`src/hw/rtl/cbm_pkg.sv`:
```
package cbm_pkg;

  // Store address widths.
  localparam int ROM_AW = 17;
  localparam int RAM_AW = 15;

  // Access modes carried in the mode field.
  localparam logic [1:0] MODE_READ  = 2'd0;
  localparam logic [1:0] MODE_WRITE = 2'd1;
  localparam logic [1:0] MODE_LOAD  = 2'd2;

  // External device codes carried in the external_target field.
  localparam logic [1:0] TGT_NONE = 2'd0;
  localparam logic [1:0] TGT_RIOT = 2'd1;
  localparam logic [1:0] TGT_TIA  = 2'd2;

  // The previous access qualifies a hotspot when its data matches this pattern.
  localparam logic [7:0] QUAL_MASK  = 8'he0;
  localparam logic [7:0] QUAL_VALUE = 8'h60;

  // Where the byte of a result comes from.
  typedef enum logic [1:0] {
    SRC_ZERO,
    SRC_EXT,
    SRC_ROM,
    SRC_RAM
  } src_t;

  // Window offsets and ROM/RAM selects.
  typedef struct packed {
    logic [15:0] low_off;
    logic [15:0] mid_off;
    logic [15:0] high_off;
    logic        low_rom;
    logic        mid_rom;
    logic        high_rom;
  } bank_t;

  // Memory requests issued in the accept cycle.
  typedef struct packed {
    logic              rom_en;
    logic              rom_we;
    logic [ROM_AW-1:0] rom_addr;
    logic              ram_en;
    logic              ram_we;
    logic [RAM_AW-1:0] ram_addr;
    logic [7:0]        wdata;
    src_t              src;
    logic [1:0]        target;
  } mem_req_t;

  // Item waiting for its memory data.
  typedef struct packed {
    logic [1:0]  mode;
    logic [12:0] addr;
    logic [7:0]  data;
    src_t        src;
    logic [1:0]  target;
  } stage_t;

  // What a finishing access tells the bank registers.
  typedef struct packed {
    logic        bus;
    logic        low_page;
    logic        top_page;
    logic [12:0] addr;
    logic [7:0]  value;
  } retire_t;

endpackage

```
`src/hw/rtl/cbm_decode.sv`:
```
module cbm_decode import cbm_pkg::*; (
  input  logic              fire,
  input  logic [1:0]        mode,
  input  logic [12:0]       addr,
  input  logic [7:0]        data,
  input  logic [ROM_AW-1:0] rom_index,
  input  bank_t             bank,
  output mem_req_t          req
);

  logic [ROM_AW-1:0] low_sum;
  logic [ROM_AW-1:0] mid_sum;
  logic [ROM_AW-1:0] high_sum;
  logic              wr;
  mem_req_t          r;

  assign low_sum  = {6'd0, addr[10:0]} + {1'b0, bank.low_off};
  assign mid_sum  = {6'd0, addr[10:0]} + {1'b0, bank.mid_off};
  assign high_sum = {9'd0, addr[7:0]} + {1'b0, bank.high_off};
  assign wr = (mode == MODE_WRITE);

  always_comb begin
    r = '0;
    r.src = SRC_ZERO;
    r.target = TGT_NONE;
    r.wdata = data;
    case (mode)
      MODE_LOAD: begin
        r.rom_en   = 1'b1;
        r.rom_we   = 1'b1;
        r.rom_addr = rom_index;
      end
      MODE_READ, MODE_WRITE: begin
        if (!addr[12]) begin
          if (addr[7]) begin
            r.target = TGT_RIOT;
          end else if (!addr[9]) begin
            r.target = TGT_TIA;
          end
          if (!wr && r.target != TGT_NONE) begin
            r.src = SRC_EXT;
          end
        end else if (!addr[11]) begin
          if (bank.low_rom) begin
            r.rom_en   = !wr;
            r.rom_addr = low_sum;
            r.src      = wr ? SRC_ZERO : SRC_ROM;
          end else begin
            r.ram_en   = 1'b1;
            r.ram_we   = wr;
            r.ram_addr = low_sum[RAM_AW-1:0];
            r.src      = wr ? SRC_ZERO : SRC_RAM;
          end
        end else if (addr[10:9] != 2'b11) begin
          if (bank.mid_rom) begin
            r.rom_en   = !wr;
            r.rom_addr = mid_sum ^ 17'h10000;
            r.src      = wr ? SRC_ZERO : SRC_ROM;
          end else begin
            r.ram_en   = 1'b1;
            r.ram_we   = wr;
            r.ram_addr = mid_sum[RAM_AW-1:0];
            r.src      = wr ? SRC_ZERO : SRC_RAM;
          end
        end else if (!addr[8]) begin
          if (bank.high_rom) begin
            r.rom_en   = !wr;
            r.rom_addr = high_sum ^ 17'h10000;
            r.src      = wr ? SRC_ZERO : SRC_ROM;
          end else begin
            r.ram_en   = 1'b1;
            r.ram_we   = wr;
            r.ram_addr = high_sum[RAM_AW-1:0];
            r.src      = wr ? SRC_ZERO : SRC_RAM;
          end
        end else begin
          // Fixed top page: the last 256 bytes of ROM.
          r.rom_en   = !wr;
          r.rom_addr = {9'h1ff, addr[7:0]};
          r.src      = wr ? SRC_ZERO : SRC_ROM;
        end
      end
      default: begin
        r.rom_en = 1'b0;
      end
    endcase
    req = r;
    req.rom_en = r.rom_en & fire;
    req.ram_en = r.ram_en & fire;
  end

endmodule

```
`config.mk`:
```
export PLATFORM = sky130hd
export DESIGN_NAME = cbm_decode
export DESIGN_NICKNAME = d
export VERILOG_FILES = /design/src/hw/rtl/cbm_pkg.sv /design/src/hw/rtl/cbm_decode.sv
export SDC_FILE = /design/constraint.sdc
export NUM_CORES = 1
export LEC_CHECK = 0
export BUFFER_PORTS_ARGS = -buffer_cell sky130_fd_sc_hd__buf_2
export CAP_MARGIN = 10
export CORE_AREA = 10 10 100 102
export DETAILED_ROUTE_END_ITERATION = 16
export DIE_AREA = 0 0 110 112
export GPL_TIMING_DRIVEN = 0
export PLACE_DENSITY = 0.79
export SYNTH_ARGS = -nofsm -noshare
export SYNTH_HDL_FRONTEND = slang
export SYNTH_SLANG_ARGS = --single-unit
```
`constraint.sdc`:
```
create_clock -name vclk -period 4.3
set_input_delay 0.86 -clock vclk [all_inputs]
set_output_delay 0.86 -clock vclk [all_outputs]
set_load 0.05 [all_outputs]
```
# After elaboration in Yosys (flattened, before gate mapping)
# Index checks and enable logic that the tools add are counted.
[totals]
mem_bits_ro = 0
output_inout_bits = 48
input_bits = 92
wordCells = 53
latchBits = 0
mem_count = 0
mem_bits_rw = 0
register_bits = 0
[classes]
eq_ne = 3
order_cmp = 0
n_div = 0
mux = 38
bitwise_logic = 4
shifts = 0
multipliers = 0
n_reduce_logical = 5
addsub = 3
[ops]
columns = ["op", "n"]
rows = [
  ["17-bit 2-to-1 mux", 9],
  ["34-bit 2-to-1 mux", 3],
  ["11-bit by 16-bit adder with 17-bit output", 2],
  ["17-bit one-hot mux with 2 select lines", 1],
  ["2-bit 2-to-1 mux", 14],
  ["8-bit by 16-bit adder with 17-bit output", 1],
  ["1-bit 2-to-1 mux", 9],
  ["4-bit 2-to-1 mux", 1],
  ["1-bit AND", 2],
  ["2-bit by 1-bit == test with 1-bit output, second input constant", 1],
  ["2-bit == test, second input constant", 1],
  ["2-bit zero test", 1],
  ["2-bit != test, second input constant", 1],
  ["1-bit inverter", 2],
  ["1-bit one-hot mux with 2 select lines", 1],
  ["2-bit nonzero test", 1],
  ["2-bit OR reduction", 1],
  ["1-bit logical AND", 1],
  ["1-bit zero test", 1],
]

# Longest topological paths before layout
# Gate-level depths: netlist of the first run.
[logic_depth]
ltp_word = 9
mapped_depth = 9
ltp_nobuf = 9

# Worst setup path before layout of the first run
# OpenSTA, ideal clock, no wires.
[synth_timing]
path_type = "input port to output port"
startpoint = "input port addr[3]"
endpoint = "output port req[34] in the netlist's numbering"
required_time_ps = 3440
path_buffers = 0
path_slack_ps = 166
t_arrival_ps = 3274
cell_stages = 7
cell_sequence = "ha_1 > and2_2 > a221oi_2 > a21boi_1 > nor3_1 > a21oi_1 > o31ai_1"
[synth_rtl]
columns = ["item", "line_no", "source"]
rows = [
  ["start, declared", "cbm_decode.sv:4", "input logic [12:0] addr,"],
  ["end, declared", "cbm_decode.sv:8", "output mem_req_t req"],
]

==> results of run 1 <==
==> synth_stat cells, types with 3 or more instances <==
cell | count | area share [%]
a21boi_0 | 3 | 0.72
nor2b_1 | 6 | 1.2
and2_1 | 5 | 1.0
o21ai_1 | 10 | 1.6
a21o_1 | 11 | 2.6
o21a_1 | 7 | 1.7
a21oi_1 | 29 | 4.6
nand2_1 | 42 | 5.0
nand4_1 | 10 | 2.0
and3_1 | 10 | 2.0
a221oi_2 | 3 | 1.4
buf_2 | 3 | 0.48
o211a_1 | 5 | 1.6
inv_1 | 14 | 1.7
xor2_1 | 8 | 2.2
xnor2_1 | 19 | 5.3
a31oi_1 | 4 | 0.80
mux2i_1 | 8 | 2.6
a22oi_1 | 5 | 1.2
o21ai_0 | 28 | 4.5
a211oi_1 | 15 | 3.6
buf_4 | 9 | 2.2
nand2b_1 | 4 | 0.80
o211ai_1 | 9 | 2.2
fa_1 | 3 | 1.9
nor4_1 | 3 | 0.60
o221ai_1 | 6 | 1.7
ha_1 | 30 | 12
nor2_1 | 40 | 4.8
nand3_1 | 21 | 3.4
or3_1 | 5 | 1.0
a221o_1 | 3 | 0.96
clkbuf_1 | 5 | 0.60
o2111ai_1 | 6 | 1.7
buf_1 | 3 | 0.36
nor3_1 | 17 | 2.7
==> final cells by class <==
cell class	count	area [um2]
Buffer	20	113
Timing Repair Buffer	131	658
Multi-Input combinational cell	426	2960
Inverter	15	56.3
Fill cell	871	4130
Tap cell	105	131
==> where the power goes <==
part           internal, uW  switching [uW]
combinational           201             388
clock                     0               0
sequential                0               0
==> stage by stage <==
step	worst slack [ns]	std cells	power [uW]	utilization (%)
after detailed placement	0.139	697	575	48.6
final	0.149	697	589	48.7
after global placement	0.155	697	566	48.6
after global routing	0.0358	697	635	48.7
after CTS	0.131	697	578	48.6
after floorplan	0.166	461	404	-
==> routing by layer <==
| metal | vias up | global-route usage, % |
|---|---|---|
| met5 | - | 0 |
| met4 | 0 | 4.17 |
| met3 | 20 | 3.29 |
| met2 | 220 | 36.7 |
| met1 | 1977 | 26.4 |
| li1 | 2056 | - |
==> logic make-up after synthesis <==
group	count (synthesis)	share of synthesized area [%]
simple gates	179	28.7
xor+xnor	27	7.56
buf+inv	35	5.40
mux	9	2.92
compound gates	178	41.5
fa+ha+maj	33	13.9
==> worst max-delay path, cell delays in order <==
cell and delay, ns:
buf_2 0.19, inv_2 0.09, fa_1 0.45, and2b_1 0.25, o31a_4 0.19, o211ai_2 0.12
or4_4 0.49, a221oi_2 0.31, o21ai_1 0.11, clkbuf_4 0.22
==> final timing paths <==
kind / from / end / slack (ns) / cells after the start
worst min-delay path: data[7] / req[11] / 2.02 / 2
worst max-delay path: addr[1] / req[45] / 0.15 / 10
==> results_dict.tcl, run 1 <==
set metrics [dict create \
    setup_viol 0 \
    fin_tns_setup_ns 0 \
    syn_to_final_growth_pct 25.2 \
    crit_fanout 7 \
    synth_area_um2 3130 \
    fp.coreArea_um2 8050 \
    hold_path_class "in -> out" \
    crit_path_end_kind "output port" \
    grt_max_degree 11 \
    placed_area_um2 3920 \
    power.leakage_uw 0.00182 \
    final_common_cell "buf_2" \
    timing.hold.ws_ns 2.02 \
    final_area_um2 3920 \
    nFlopsAndLatches 0 \
    final_antenna_net_count 0 \
    critPathLaunchType "input port" \
    slew_headroom_pct 66.2 \
    gp_congestion 0.986 \
    synth_fp_nets 586 \
    cts_resized 0 \
    rsz0062_at_grt "no" \
    drc_errors 0 \
    syn_avg_cell_area_um2 6.79 \
    numPortBuffers 131 \
    post-cts-setup-buffers 0 \
    synth_cells 461 \
    cts_hold_buf 0 \
    die_h_um 112 \
    viasPerCell 6.13 \
    die_area_um2 12300 \
    dr.pass1.iters 6 \
    drt_iter0_markers 383 \
    max_cap_viol_count 0 \
    die_w_um 110 \
    yosys_warnings 0 \
    overflow 0 \
    ys_seq_area_share_pct 0 \
    core.rowCount 33 \
    fmax_ghz 0.241 \
    ir_drop_v 0.0000558 \
    grt_pass1_vias 4218 \
    dp_hpwl_um 11900 \
    grt_pass1_wl_um 21700 \
    hold_viol_final 0 \
    wl_per_cell_um 19.9 \
    status "finished, final reports clean" \
    wl_met2_um 6780 \
    top_layer "met4" \
    seq_area_um2 0 \
    final_cell_mix "133 x buf_2, 42 x nand2_1, 40 x nor2_1" \
    synth_cell_types 79 \
    wirelength_met1_um 5490 \
    grt_antenna_before_repair 0 \
    min_period_over_period_pct 96.5 \
    period_minus_slack_ns 4.15 \
    drive_above_1_share_pct 27.9 \
    worstPathArrival_ns 3.29 \
    route.met3.wl_um 1400 \
    crit_type "in -> out" \
    powerDensity_nw_per_um2 150 \
    boundaryPins 140 \
    grt_usage_pct 21.1 \
    n_antenna_cell 0 \
    wl_um 13900 \
    required_ns 3.44 \
    nets 719 \
    slew_viol_final 0 \
    nClkBuffers 0 \
    initial_core_util_pct 38.9 \
    worst_slew_pin_slew_ns 0.507 \
    num_vias 4273 \
]
Power figures use the tool's default switching activity.
==> run 2, diff against run 1 <==
==> constraint.sdc (replaced) <==
create_clock -name vclk -period 4.3
set_input_delay 0.86 -clock vclk [all_inputs]
set_output_delay 0.86 -clock vclk [all_outputs]
set_load 0.005 [all_outputs]
==> results_dict.tcl, run 2 (synthesis gave the netlist of run 1 again) <==
set metrics [dict create \
    grt_pass1_wl_um 21700 \
    slew_viol_final 0 \
    setup.worst_path.end "req[45]" \
    worst_slew_pin_slew_ns 0.509 \
    cts_hold_buf 0 \
    final_common_cell "buf_2" \
    final_core_util_pct 48.6 \
    placed_area_um2 3920 \
    cp_top_family "simple AND/OR/NAND/NOR gates" \
    fmax_ghz 0.243 \
    drc_errors 0 \
    grt_antenna_before_repair 0 \
    setup_viol 0 \
    n_antenna_cell 0 \
    dr.pass1.iters 6 \
    core.rowCount 33 \
    cp_cell_sequence "buf_2 > inv_1 > fa_1 > and2b_1 > o31a_4 > o211ai_2 > or4_4 > a221oi_2 > o21ai_1 > buf_2" \
    crit_fanout 7 \
    numPortBuffers 131 \
    num_vias 4287 \
    final_area_um2 3920 \
    die_area_um2 12300 \
    die_h_um 112 \
    final_antenna_net_count 0 \
    initial_core_util_pct 38.9 \
    critPathMostFrequentCell "buf_2" \
    boundaryPins 140 \
    status "finished, final reports clean" \
    crit_path_max_incr_delay_ns 0.50 \
    nets 719 \
    rsz0062_at_grt "no" \
    hold_path_class "in -> out" \
    max_cap_viol_count 0 \
    power.leakage_uw 0.00182 \
    crit_type "in -> out" \
    ir_drop_v 0.0000558 \
    overflow 0 \
    drt_iter0_markers 412 \
    seq_area_um2 0 \
    period_minus_slack_ns 4.11 \
    cpMaxStageDelayCell "or4_4" \
    cts_resized 0 \
    dp_hpwl_um 11900 \
    crit_path_end_kind "output port" \
    drive_above_1_share_pct 27.7 \
    fp.coreArea_um2 8050 \
    crit_start "addr[1]" \
    slew_headroom_pct 66.0 \
    min_period_over_period_pct 95.6 \
    viasPerCell 6.15 \
    wl_um 13800 \
    powerDensity_nw_per_um2 126 \
    worstPathArrival_ns 3.25 \
    gp_congestion 0.986 \
    cp_num_cells 10 \
    nClkBuffers 0 \
    nFlopsAndLatches 0 \
    syn_to_final_growth_pct 25.2 \
    wl_per_cell_um 19.9 \
    grt_pass1_vias 4218 \
    fin_tns_setup_ns 0 \
    grt_max_degree 11 \
    die_w_um 110 \
    post-cts-setup-buffers 0 \
    hold_viol_final 0 \
    path_buf_inv 3 \
    fillCellCount 871 \
    multiInputGateArea_um2 2960 \
    critPathLaunchType "input port" \
    grt_usage_pct 21.1 \
    final_cell_mix "134 x buf_2, 42 x nand2_1, 40 x nor2_1" \
    required_ns 3.44 \
]
-- run 2: cell count changes in the layout (fill, tap and decap cells not counted), sizes merged --
cell	previous run	this run
buf	145	146
clkbuf	6	5
-- run 2: worst min-delay path by stage --
stage                       start     end  slack, ns  depth (start not counted)
after global placement    data[3]  req[7]       1.89                          2
after detailed placement  data[5]  req[9]       1.89                          2
after global routing      data[3]  req[7]       1.89                          2
after CTS                 data[5]  req[9]       1.89                          2
after floorplan           addr[7]  req[1]       1.75                          1
final                     data[2]  req[6]       1.89                          2
-- run 2: power breakdown --
group	internal (uW)	leakage (uW)	switching, uW
sequential	0	0	0
clock	0	0	0
combinational	200	0.00182	294
total	200	0.00182	294
-- run 2: metal layers --
layer	global-route usage (%)	wire length (um)	part of all wire, %	up-vias
met5	0	0	0	-
met4	4.17	290	2.1	0
met3	3.29	1410	10	29
met2	36.7	6680	48	229
met1	26.4	5450	39	1972
li1	-	-	-	2057
-- run 2: through the flow --
stage | setup slack, ns | total power (uW) | instances | hold WS (ns)
detailed placement | 0.223 | 480 | 697 | 1.89
global route | 0.0688 | 540 | 697 | 1.89
floorplan | 0.726 | 310 | 461 | 1.75
CTS | 0.215 | 483 | 697 | 1.89
finish | 0.187 | 494 | 697 | 1.89
global placement | 0.238 | 471 | 697 | 1.89
-- run 2: area by class of cell --
type / count / area share [%]
plain buffers: 20 / 2.88
repair buffers: 131 / 16.7
well taps: 105 / 3.35
inverters: 15 / 1.44
multi-input cells: 426 / 75.6
