`src/hw/rtl/cbm_pkg.sv`:
```
package cbm_pkg;

  // Store address widths.
  localparam int ROM_AW = 17;
  localparam int RAM_AW = 15;

  // Access modes carried in the mode field.
  localparam logic [1:0] MODE_READ  = 2'd0;
  localparam logic [1:0] MODE_WRITE = 2'd1;
  localparam logic [1:0] MODE_LOAD  = 2'd2;

  // External device codes carried in the external_target field.
  localparam logic [1:0] TGT_NONE = 2'd0;
  localparam logic [1:0] TGT_RIOT = 2'd1;
  localparam logic [1:0] TGT_TIA  = 2'd2;

  // The previous access qualifies a hotspot when its data matches this pattern.
  localparam logic [7:0] QUAL_MASK  = 8'he0;
  localparam logic [7:0] QUAL_VALUE = 8'h60;

  // Where the byte of a result comes from.
  typedef enum logic [1:0] {
    SRC_ZERO,
    SRC_EXT,
    SRC_ROM,
    SRC_RAM
  } src_t;

  // Window offsets and ROM/RAM selects.
  typedef struct packed {
    logic [15:0] low_off;
    logic [15:0] mid_off;
    logic [15:0] high_off;
    logic        low_rom;
    logic        mid_rom;
    logic        high_rom;
  } bank_t;

  // Memory requests issued in the accept cycle.
  typedef struct packed {
    logic              rom_en;
    logic              rom_we;
    logic [ROM_AW-1:0] rom_addr;
    logic              ram_en;
    logic              ram_we;
    logic [RAM_AW-1:0] ram_addr;
    logic [7:0]        wdata;
    src_t              src;
    logic [1:0]        target;
  } mem_req_t;

  // Item waiting for its memory data.
  typedef struct packed {
    logic [1:0]  mode;
    logic [12:0] addr;
    logic [7:0]  data;
    src_t        src;
    logic [1:0]  target;
  } stage_t;

  // What a finishing access tells the bank registers.
  typedef struct packed {
    logic        bus;
    logic        low_page;
    logic        top_page;
    logic [12:0] addr;
    logic [7:0]  value;
  } retire_t;

endpackage

```
`src/hw/rtl/cbm_bank_regs.sv`:
```
module cbm_bank_regs import cbm_pkg::*; (
  input  logic    clk,
  input  logic    rst,
  input  logic    pending,
  input  logic    commit,
  input  retire_t ret,
  input  logic    bank_lock,
  output bank_t   fwd
);

  bank_t       bank;
  bank_t       bank_next;
  logic [7:0]  prev_data;
  logic [12:0] prev_addr;
  logic        qual;
  logic [11:0] a;
  logic [7:0]  v;

  assign a = ret.addr[11:0];
  assign v = ret.value;
  assign qual = ((prev_data & QUAL_MASK) == QUAL_VALUE) &&
                (prev_addr[12] || prev_addr < 13'h200);

  always_comb begin
    bank_next = bank;
    if (ret.bus && !bank_lock) begin
      if (ret.low_page) begin
        if (qual) begin
          if ((a & 12'hf00) == 12'hc00) begin
            bank_next.high_rom = 1'b1;
            bank_next.high_off = {a[7:0], 8'h00};
          end else if ((a & 12'hf00) == 12'hd00) begin
            bank_next.high_rom = 1'b0;
            bank_next.high_off = {1'b0, a[6:0], 8'h00};
          end else if ((a & 12'hf40) == 12'he00) begin
            bank_next.low_rom = 1'b1;
            bank_next.low_off = {a[4:0], 11'h000};
          end else if ((a & 12'hf40) == 12'he40) begin
            bank_next.low_rom = 1'b0;
            bank_next.low_off = {1'b0, a[3:0], 11'h000};
          end else if ((a & 12'hf40) == 12'hf00) begin
            bank_next.mid_rom = 1'b1;
            bank_next.mid_off = {a[4:0], 11'h000};
          end else if ((a & 12'hf50) == 12'hf40) begin
            bank_next.mid_rom = 1'b0;
            bank_next.mid_off = {1'b0, a[3:0], 11'h000};
          end else if ((a & 12'hf00) == 12'h400) begin
            bank_next.low_off = bank.low_off ^ 16'h0800;
          end else if ((a & 12'hf00) == 12'h500) begin
            bank_next.low_off = bank.low_off ^ 16'h1000;
          end else if ((a & 12'hf00) == 12'h800) begin
            bank_next.mid_off = bank.mid_off ^ 16'h0800;
          end else if ((a & 12'hf00) == 12'h900) begin
            bank_next.mid_off = bank.mid_off ^ 16'h1000;
          end
        end
        // Zero-page hotspots take the bank from the data byte.
        if ((a & 12'hf75) == 12'h074) begin
          bank_next.high_rom = 1'b1;
          bank_next.high_off = {v, 8'h00};
        end else if ((a & 12'hf75) == 12'h075) begin
          bank_next.high_rom = 1'b0;
          bank_next.high_off = {1'b0, v[6:0], 8'h00};
        end else if ((a & 12'hf7c) == 12'h078) begin
          case (v[7:4])
            4'h0: begin
              bank_next.low_rom = 1'b1;
              bank_next.low_off = {1'b0, v[3:0], 11'h000};
            end
            4'h4: begin
              bank_next.low_rom = 1'b0;
              bank_next.low_off = {1'b0, v[3:0], 11'h000};
            end
            4'h9: begin
              bank_next.mid_rom = 1'b1;
              bank_next.mid_off = {1'b1, v[3:0], 11'h000};
            end
            4'hc: begin
              bank_next.mid_rom = 1'b0;
              bank_next.mid_off = {1'b0, v[3:0], 11'h000};
            end
            default: begin
              bank_next.low_rom = bank.low_rom;
            end
          endcase
        end
      end else if (ret.top_page && qual) begin
        bank_next.high_off = {bank.high_off[15:12], a[3], a[6:4], bank.high_off[7:0]};
      end
    end
  end

  // An access still waiting for its data already decides the banks of the next one.
  assign fwd = pending ? bank_next : bank;

  always_ff @(posedge clk) begin
    if (rst) begin
      bank.low_off  <= 16'h0000;
      bank.mid_off  <= 16'h0000;
      bank.high_off <= 16'h0000;
      bank.low_rom  <= 1'b1;
      bank.mid_rom  <= 1'b1;
      bank.high_rom <= 1'b1;
      prev_data     <= 8'hff;
      prev_addr     <= 13'h1fff;
    end else if (commit) begin
      bank <= bank_next;
      if (ret.bus) begin
        prev_data <= ret.value;
        prev_addr <= ret.addr;
      end
    end
  end

endmodule

```
`config.mk`:
```
export PLATFORM = sky130hd
export DESIGN_NAME = cbm_bank_regs
export DESIGN_NICKNAME = d
export VERILOG_FILES = /design/src/hw/rtl/cbm_pkg.sv /design/src/hw/rtl/cbm_bank_regs.sv
export SDC_FILE = /design/constraint.sdc
export NUM_CORES = 1
export LEC_CHECK = 0
export BUFFER_PORTS_ARGS = -buffer_cell sky130_fd_sc_hd__buf_2
export CORE_MARGIN = 2
export CORE_UTILIZATION = 35
export CTS_CLUSTER_SIZE = 20
export DETAILED_ROUTE_END_ITERATION = 10
export HOLD_SLACK_MARGIN = 0.1
export PLACE_DENSITY_LB_ADDON = 0.15
export SETUP_SLACK_MARGIN = 0.4
export SYNTH_ARGS = -nofsm -noshare
export SYNTH_HDL_FRONTEND = slang
export SYNTH_SLANG_ARGS = --single-unit
```
`constraint.sdc`:
```
create_clock -name clk -period 2.2 [get_ports clk]
set_input_delay 0.33 -clock clk [delete_from_list [all_inputs] [get_ports clk]]
set_output_delay 0.33 -clock clk [all_outputs]
set_load 0.005 [all_outputs]
```
Word-level counts from Yosys, hierarchy flattened
Cells that the tools add are included.

word-level totals
  flip-flop bits (word level) = 72
  bits of input ports = 29

cells by class
  equal/unequal tests = 17
  reductions and logical operators = 9
  bitwise logic cells = 4
  multiplexer cells = 49
  magnitude comparators = 1

operators with widths
  kind                    count
  $mux W16                12
  $mux W32                6
  $mux W51                3
  $mux W13                8
  $pmux W16 S2            1
  $eq A9 B5 Y1 const B    3
  $eq A4 B4 Y1 const B    6
  $eq A5 B5 Y1 const B    3
  $lt A13 B10 Y1 const B  1
  $eq A4 B3 Y1 const B    3
  $mux W12                1
  $mux W1                 10
  $mux W2                 5
  $eq A6 B6 Y1 const B    1
  $logic_not A4 Y1        1
  $not A1 Y1              4
  $reduce_or A2 Y1        2
  $eq A3 B2 Y1 const B    1
  $logic_and A1 B1 Y1     3
  $mux W3                 1
  $pmux W1 S3             1
  $pmux W1 S2             1
  $reduce_and A2 Y1       1
  $logic_not A1 Y1        1
  $logic_or A1 B1 Y1      1

Depth between registers and ports, before layout
Gate-level depths: netlist (run 1).

  depth in word-level cells = 19
  gate-level depth with buffers = 9

Worst setup path after synthesis (run 1)
OpenSTA, ideal clock, no wires.

  path type = input to output
  start = in ret[18] (netlist bit)
  end = out fwd[14] (netlist bit)
  data arrival time = 2.047 ns
  path slack = -0.177 ns
  buffers on the path = 3
  stages on the path = 8
  cells stage by stage = buf_6 > or4_4 > or3_1 > buf_6 > buf_6 > o21a_1 > a22oi_2 > a21oi_1

RTL lines
  what             line                RTL
  start, declared  cbm_bank_regs.sv:6  input retire_t ret,
  end, declared    cbm_bank_regs.sv:8  output bank_t fwd

==> results of run 1 <==
-- repair_timing --
action,4_1_cts,5_1_grt
cloned,4,1
setup buffers,12,8
gates resized for setup,54,28
setup endpoints to repair,98,100
pin swaps,37,16
-- sequential cells by signal (all words and copies together), names as in the netlist --
name	flops
prev_addr	4
bank	51
prev_data	3
-- layer usage --
metal / up-vias / track usage, %
met2: 96 / 36.3
met5: - / 0
met1: 1674 / 30.7
met3: 14 / 5.64
li1: 1759 / -
met4: 0 / 5.90
-- metrics by stage --
step	cell area (µm²)	hold WS, ns	setup TNS [ns]	utilization [%]	std cells
finish	4940	0.237	-12.14	54.2	659
global route	4940	0.227	-17.03	54.2	659
CTS	4780	0.228	-13.52	52.5	650
detailed placement	4190	0.442	-8.27	46.0	618
global placement	4190	0.434	-7.11	46.0	618
floorplan	3340	0.422	-0.0231	-	395
-- report_power, final --
part / internal, mW / switching (mW)
logic: 0.140 / 0.185
registers: 1.06 / 0.0136
clock network: 0.764 / 0.492
-- cell families after synthesis --
group | after synthesis | share of synthesized area [%]
AO/OA/AOI/OAI | 118 | 26.4
XOR/XNOR | 2 | 0.542
buffers and inverters | 41 | 5.88
flip-flops | 58 | 35.9
multiplexers | 3 | 1.04
AND/OR/NAND/NOR | 173 | 30.3
-- layout make-up --
class | count | area [µm²]
fill | 865 | 4170
multi-input combinational | 299 | 2220
sequential | 58 | 1160
timing repair buffer | 164 | 1130
tap | 111 | 139
clock inverter | 7 | 125
clock buffer | 9 | 124
inverter | 11 | 41.3
-- final timing paths --
path	slack, ns	endpoint	startpoint
min reg2reg	0.46	bank[23]$_SDFFE_PP0P_	bank[23]$_SDFFE_PP0P_
min	0.24	prev_addr[12]$_SDFFE_PP1P_	ret[20]
max reg2reg	0.14	bank[28]$_SDFFE_PP0P_	prev_addr[9]$_SDFFE_PP1P_
max	-0.36	fwd[2]	prev_addr[9]$_SDFFE_PP1P_
-- synthesized netlist by cell type (all sizes together), types with 3 or more instances --
library cell / n
o2111ai: 3
buf: 7
a21oi: 20
nand2: 30
a22oi: 7
o21a: 7
nor2: 20
dfxtp: 58
nand4: 3
a21o: 4
nand3: 16
inv: 11
nor3: 7
mux2: 3
o32ai: 6
and3b: 4
o22a: 3
o311ai: 4
nand2b: 3
and3: 20
a211oi: 7
nor3b: 4
and2: 35
o211ai: 7
a31oi: 9
o21ai: 18
o22ai: 6
nand3b: 5
nor2b: 14
clkbuf: 23
-- worst max-delay path, cell delays in order, from the launching register on --
cell,delay (ns)
dfxtp_2,0.34
or3_4,0.41
buf_4,0.16
a211oi_4,0.19
buf_6,0.15
nor2_1,0.04
a211o_1,0.26
a31oi_1,0.18
buf_2,0.15
==> summary.md, run 1 <==
| Metric | Value |
|---|---|
| Die Area | `10000 µm²` |
| Wire length on met2 | `5200 µm` |
| Final Total Pwr | `2.66 mW` |
| First-pass GRT wire length | `17600 µm` |
| Pwr Density | `538 nW/µm²` |
| DR iter-0 viols | `179` |
| PortBufs | `79` |
| Mean post-synth cell area | `8.19 µm²` |
| Final hold vios | `0` |
| Antenna cells | `0` |
| RSZ-0062 raised after global routing | `true` |
| Worst Skew | `0.00781 ns` |
| GRT Total Usage | `22.7%` |
| R2R cell count | `8` |
| Highest Clock Rate | `391 MHz` |
| Post-synth cell types | `60` |
| Final setup viols | `51` |
| Synth async-reset ratio | `0%` |
| Failing checks | `negative setup slack` |
| Commonest cells after routing, fill and taps aside | `buf_2, buf_4, dfxtp_1` |
| Commonest non-fill, non-tap cell in the layout | `buf_2` |
| M1 WL | `5280 µm` |
| Final nets | `572` |
| Gate count after technology mapping | `395` |
| Yosys warns | `0` |
| Measured slew at the worst slew-check pin | `0.453 ns` |
| Area delta synth->final | `52.8%` |
| Post-CTS Hold Fix Bufs | `0` |
| Worst setup EP type | `primary output` |
| Vias in the first global route | `3414` |
| CTS tree | `built` |
| Site Rows | `35` |
| Max-slew violations | `0` |
| Static leakage | `2.20 nW` |
| Worst slew margin | `69.6%` |
| DP HPWL | `8060 µm` |
| Routed Antenna Nets | `0` |
| Routed wire per std cell | `17.0 µm` |
| Overflow after GRT | `0` |
| Initial core utilization | `35.5%` |
| DR vias/cell | `5.38` |
| WS Path Type | `flop to primary output` |
| Boundary Pins | `80` |
| CP required | `1.87 ns` |
| Core ar. | `9110 µm²` |
| Share of the synthesized area in the top cell type | `35.9%` |
| Worst setup margin | `-0.360 ns` |
| Chip width | `100 µm` |
| Worst Path Max Fanout | `6` |
| Number of synthesized register bits | `58` |
| Layout cells sized above 1 | `46.9%` |
| MaxCap Viol Count | `0` |
| Syn Nets | `424` |
| Post-synth EDFFs | `0` |
| Hold path depth | `3` |
| CTS Buffer Depth | `2` |
| CTS Sinks | `58` |
| Initial antenna violation count | `0` |
| DRC violations left | `0` |
| CP Launch Type | `flop` |
| Synth top area cells | `dfxtp_1, and2_1, and3_1` |
| Critical Path AT | `2.23 ns` |
| Top Layer Used | `met4` |
| Min Tclk post-route | `2.56 ns` |
| Clock root cell | `clkbuf_8` |
| H-tree depth | `3` |
| DRT Pass-1 Iters | `4` |
| Detailed Route WL | `11200 µm` |
| Top FF cell, synth | `dfxtp_1` |
| Vias | `3543` |
| Clk_lat worst skew | `0.35 ns` |
| Synthesized area | `3230 µm²` |
| Fin crit share | `116%` |
| Sequential area share after synthesis | `35.9%` |
| WL met3 | `541 µm` |
| Pin count of the biggest net entering global routing | `17` |
| Worst Hold Class | `primary input to flop` |
| Die height | `100 µm` |
| Clock buffer count from CTS | `9` |
| CTS clk-pin slew, worst paths | `0.07 ns` |
| Peak supply drop | `0.381 mV` |
| Run status | `complete, but fails checks` |
| Gpl congestion | `0.911` |
| Area leader, netlist | `dfxtp_1` |
| Pre-CTS setup slack | `-0.279 ns` |
Note: power is estimated with default switching activity, not from simulation.
==> run 2, diff against run 1 <==
- CELL_PAD_IN_SITES_DETAIL_PLACEMENT: unset -> 1
- CELL_PAD_IN_SITES_GLOBAL_PLACEMENT: unset -> 2
- CORE_UTILIZATION: 35 -> 28
==> run 2 against run 1 <==
Compared with the run above:
- the run still ends with negative setup slack left
- global-route usage down 1.6 points
- largest power group unchanged
- routed wire length grew 16%
- critical path depth is 1 lower
- largest cell class unchanged
- first-iteration DRC count decreased by 30%
- register-to-register slack lost 0.14 ns
==> summary.md, run 2 (same netlist as run 1, synthesis figures left out) <==
| Metric | Value |
|---|---|
| Placed cells | `660` |
| Critical Path AT | `2.24 ns` |
| Setup TNS | `-13.08 ns` |
| Die Area | `12400 µm²` |
| Commonest non-fill, non-tap cell in the layout | `buf_4` |
| Max-slew violations | `0` |
| Fin util | `46.2%` |
| Commonest cells after routing, fill and taps aside | `buf_4, buf_2, dfxtp_1` |
| Fin crit share | `117%` |
| Antenna cells | `0` |
| Pin count of the biggest net entering global routing | `25` |
| Clock root cell | `clkbuf_16` |
| Worst Hold Class | `primary input to flop` |
| Run status | `complete, but fails checks` |
| Flip-flop count of the largest register after layout | `51` |
| Routed wire per std cell | `18.5 µm` |
| Layout cells sized above 1 | `50.2%` |
| Finished layout cell area | `5230 µm²` |
| Site Rows | `39` |
| Peak supply drop | `0.432 mV` |
| Worst setup margin | `-0.366 ns` |
| Failing checks | `negative setup slack` |
| CP Launch Type | `flop` |
| Register bank with the most flops | `bank` |
| Worst slew margin | `53.9%` |
| Routed Antenna Nets | `0` |
| WHS | `0.242 ns` |
| Static leakage | `2.29 nW` |
| Pwr Density | `525 nW/µm²` |
| Measured slew at the worst slew-check pin | `0.690 ns` |
| Worst Path Max Fanout | `6` |
| Crit path buf inv count | `2` |
| Vias in the first global route | `3867` |
| Gpl congestion | `0.857` |
| CTS Buffer Depth | `2` |
| First-pass GRT wire length | `20800 µm` |
| Vias | `3688` |
| Post-CTS Hold Fix Bufs | `0` |
| Min Tclk post-route | `2.57 ns` |
| Detailed Route WL | `13000 µm` |
| RSZ-0062 raised after global routing | `true` |
| Final Total Pwr | `2.74 mW` |
| # fillers | `1334` |
| Final setup viols | `51` |
| Critical-path top delay cell | `a221o_2` |
| DR vias/cell | `5.23` |
| H-tree depth | `3` |
| Top delay family on crit path | `compound AO/OA/AOI/OAI gates` |
| CTS Sinks | `58` |
| DRT Pass-1 Iters | `4` |
| DRC violations left | `0` |
| MaxCap Viol Count | `0` |
| CTS tree | `built` |
| CP peak stage delay | `0.46 ns` |
| Biggest regs | `bank (51), prev_addr (4), prev_data (3)` |
| Final hold vios | `0` |
| Clock buffer count from CTS | `9` |
| Clk_lat worst skew | `0.34 ns` |
| Worst setup EP type | `primary output` |
| CTS clk-pin slew, worst paths | `0.06 ns` |
| PortBufs | `79` |
| Core ar. | `11300 µm²` |
| Dpl cell area | `4300 µm²` |
| Boundary Pins | `80` |
| DP HPWL | `9360 µm` |
| Initial antenna violation count | `0` |
| GRT Total Usage | `21.1%` |
| Pre-CTS setup slack | `-0.342 ns` |
| Chip width | `111 µm` |
| Highest Clock Rate | `390 MHz` |
| Overflow after GRT | `0` |
| Worst Skew | `0.00913 ns` |
| Fin cells | `705` |
| Die height | `111 µm` |
| CP required | `1.87 ns` |
| DR iter-0 viols | `126` |
| Initial core utilization | `28.6%` |
| Area delta synth->final | `61.7%` |
| WS Path Type | `flop to primary output` |
| Final nets | `586` |
| Critical path, cell by cell | `or3_4 > a221o_2 > o21ai_4 > buf_6 > a21oi_2 > a31oi_1 > buf_2` |
==> run 2: worst paths after layout <==
| kind | from | end | slack (ns) | cells past startpoint |
|---|---|---|---|---|
| worst max-delay path | prev_addr[11]$_SDFFE_PP1P_ | fwd[32] | -0.37 | 7 |
| worst min-delay path | ret[20] | prev_addr[12]$_SDFFE_PP1P_ | 0.24 | 3 |
| worst max register to register | prev_addr[11]$_SDFFE_PP1P_ | bank[34]$_SDFFE_PP0P_ | 0 | 9 |
| worst min register to register | bank[22]$_SDFFE_PP0P_ | bank[22]$_SDFFE_PP0P_ | 0.46 | 1 |
==> run 2: metal layers <==
layer  GRT usage (%)  share of wire [%]
met5               0                  0
met4            6.91                2.2
met3            3.81                3.4
met2            35.4                 48
met1            27.5                 46
==> run 2: tightest hold or removal path, cell delays in order <==
cell and delay (ns):
buf_2 0.08, nand3_1 0.06, nand3_1 0.07
==> run 2: report_power, final <==
part           total, mW  switching [mW]  internal, mW  leakage (nW)
logic              0.355           0.203         0.152          1.69
registers           1.08          0.0128          1.07         0.468
clock network       1.31           0.522         0.786         0.131
total               2.74           0.737          2.01          2.29
==> run 2: what timing repair did <==
| item | in CTS | in global routing |
|---|---|---|
| buffers inserted | 17 | 9 |
| pin swaps | 42 | 34 |
| cloned | 3 | 0 |
| gates resized for setup | 61 | 46 |
| endpoints found under the setup margin | 98 | 101 |
| endpoints found under the hold margin | 0 | 0 |
==> run 2: layout make-up <==
type | count | area, µm² | area share, %
Tap cell | 143 | 179 | 3.42
Timing Repair Buffer | 179 | 1280 | 24.4
Sequential cell | 58 | 1170 | 22.3
Inverter | 11 | 41.3 | 0.789
Clock buffer | 11 | 243 | 4.64
Multi-Input combinational cell | 298 | 2290 | 43.9
Clock inverter | 5 | 30.0 | 0.574
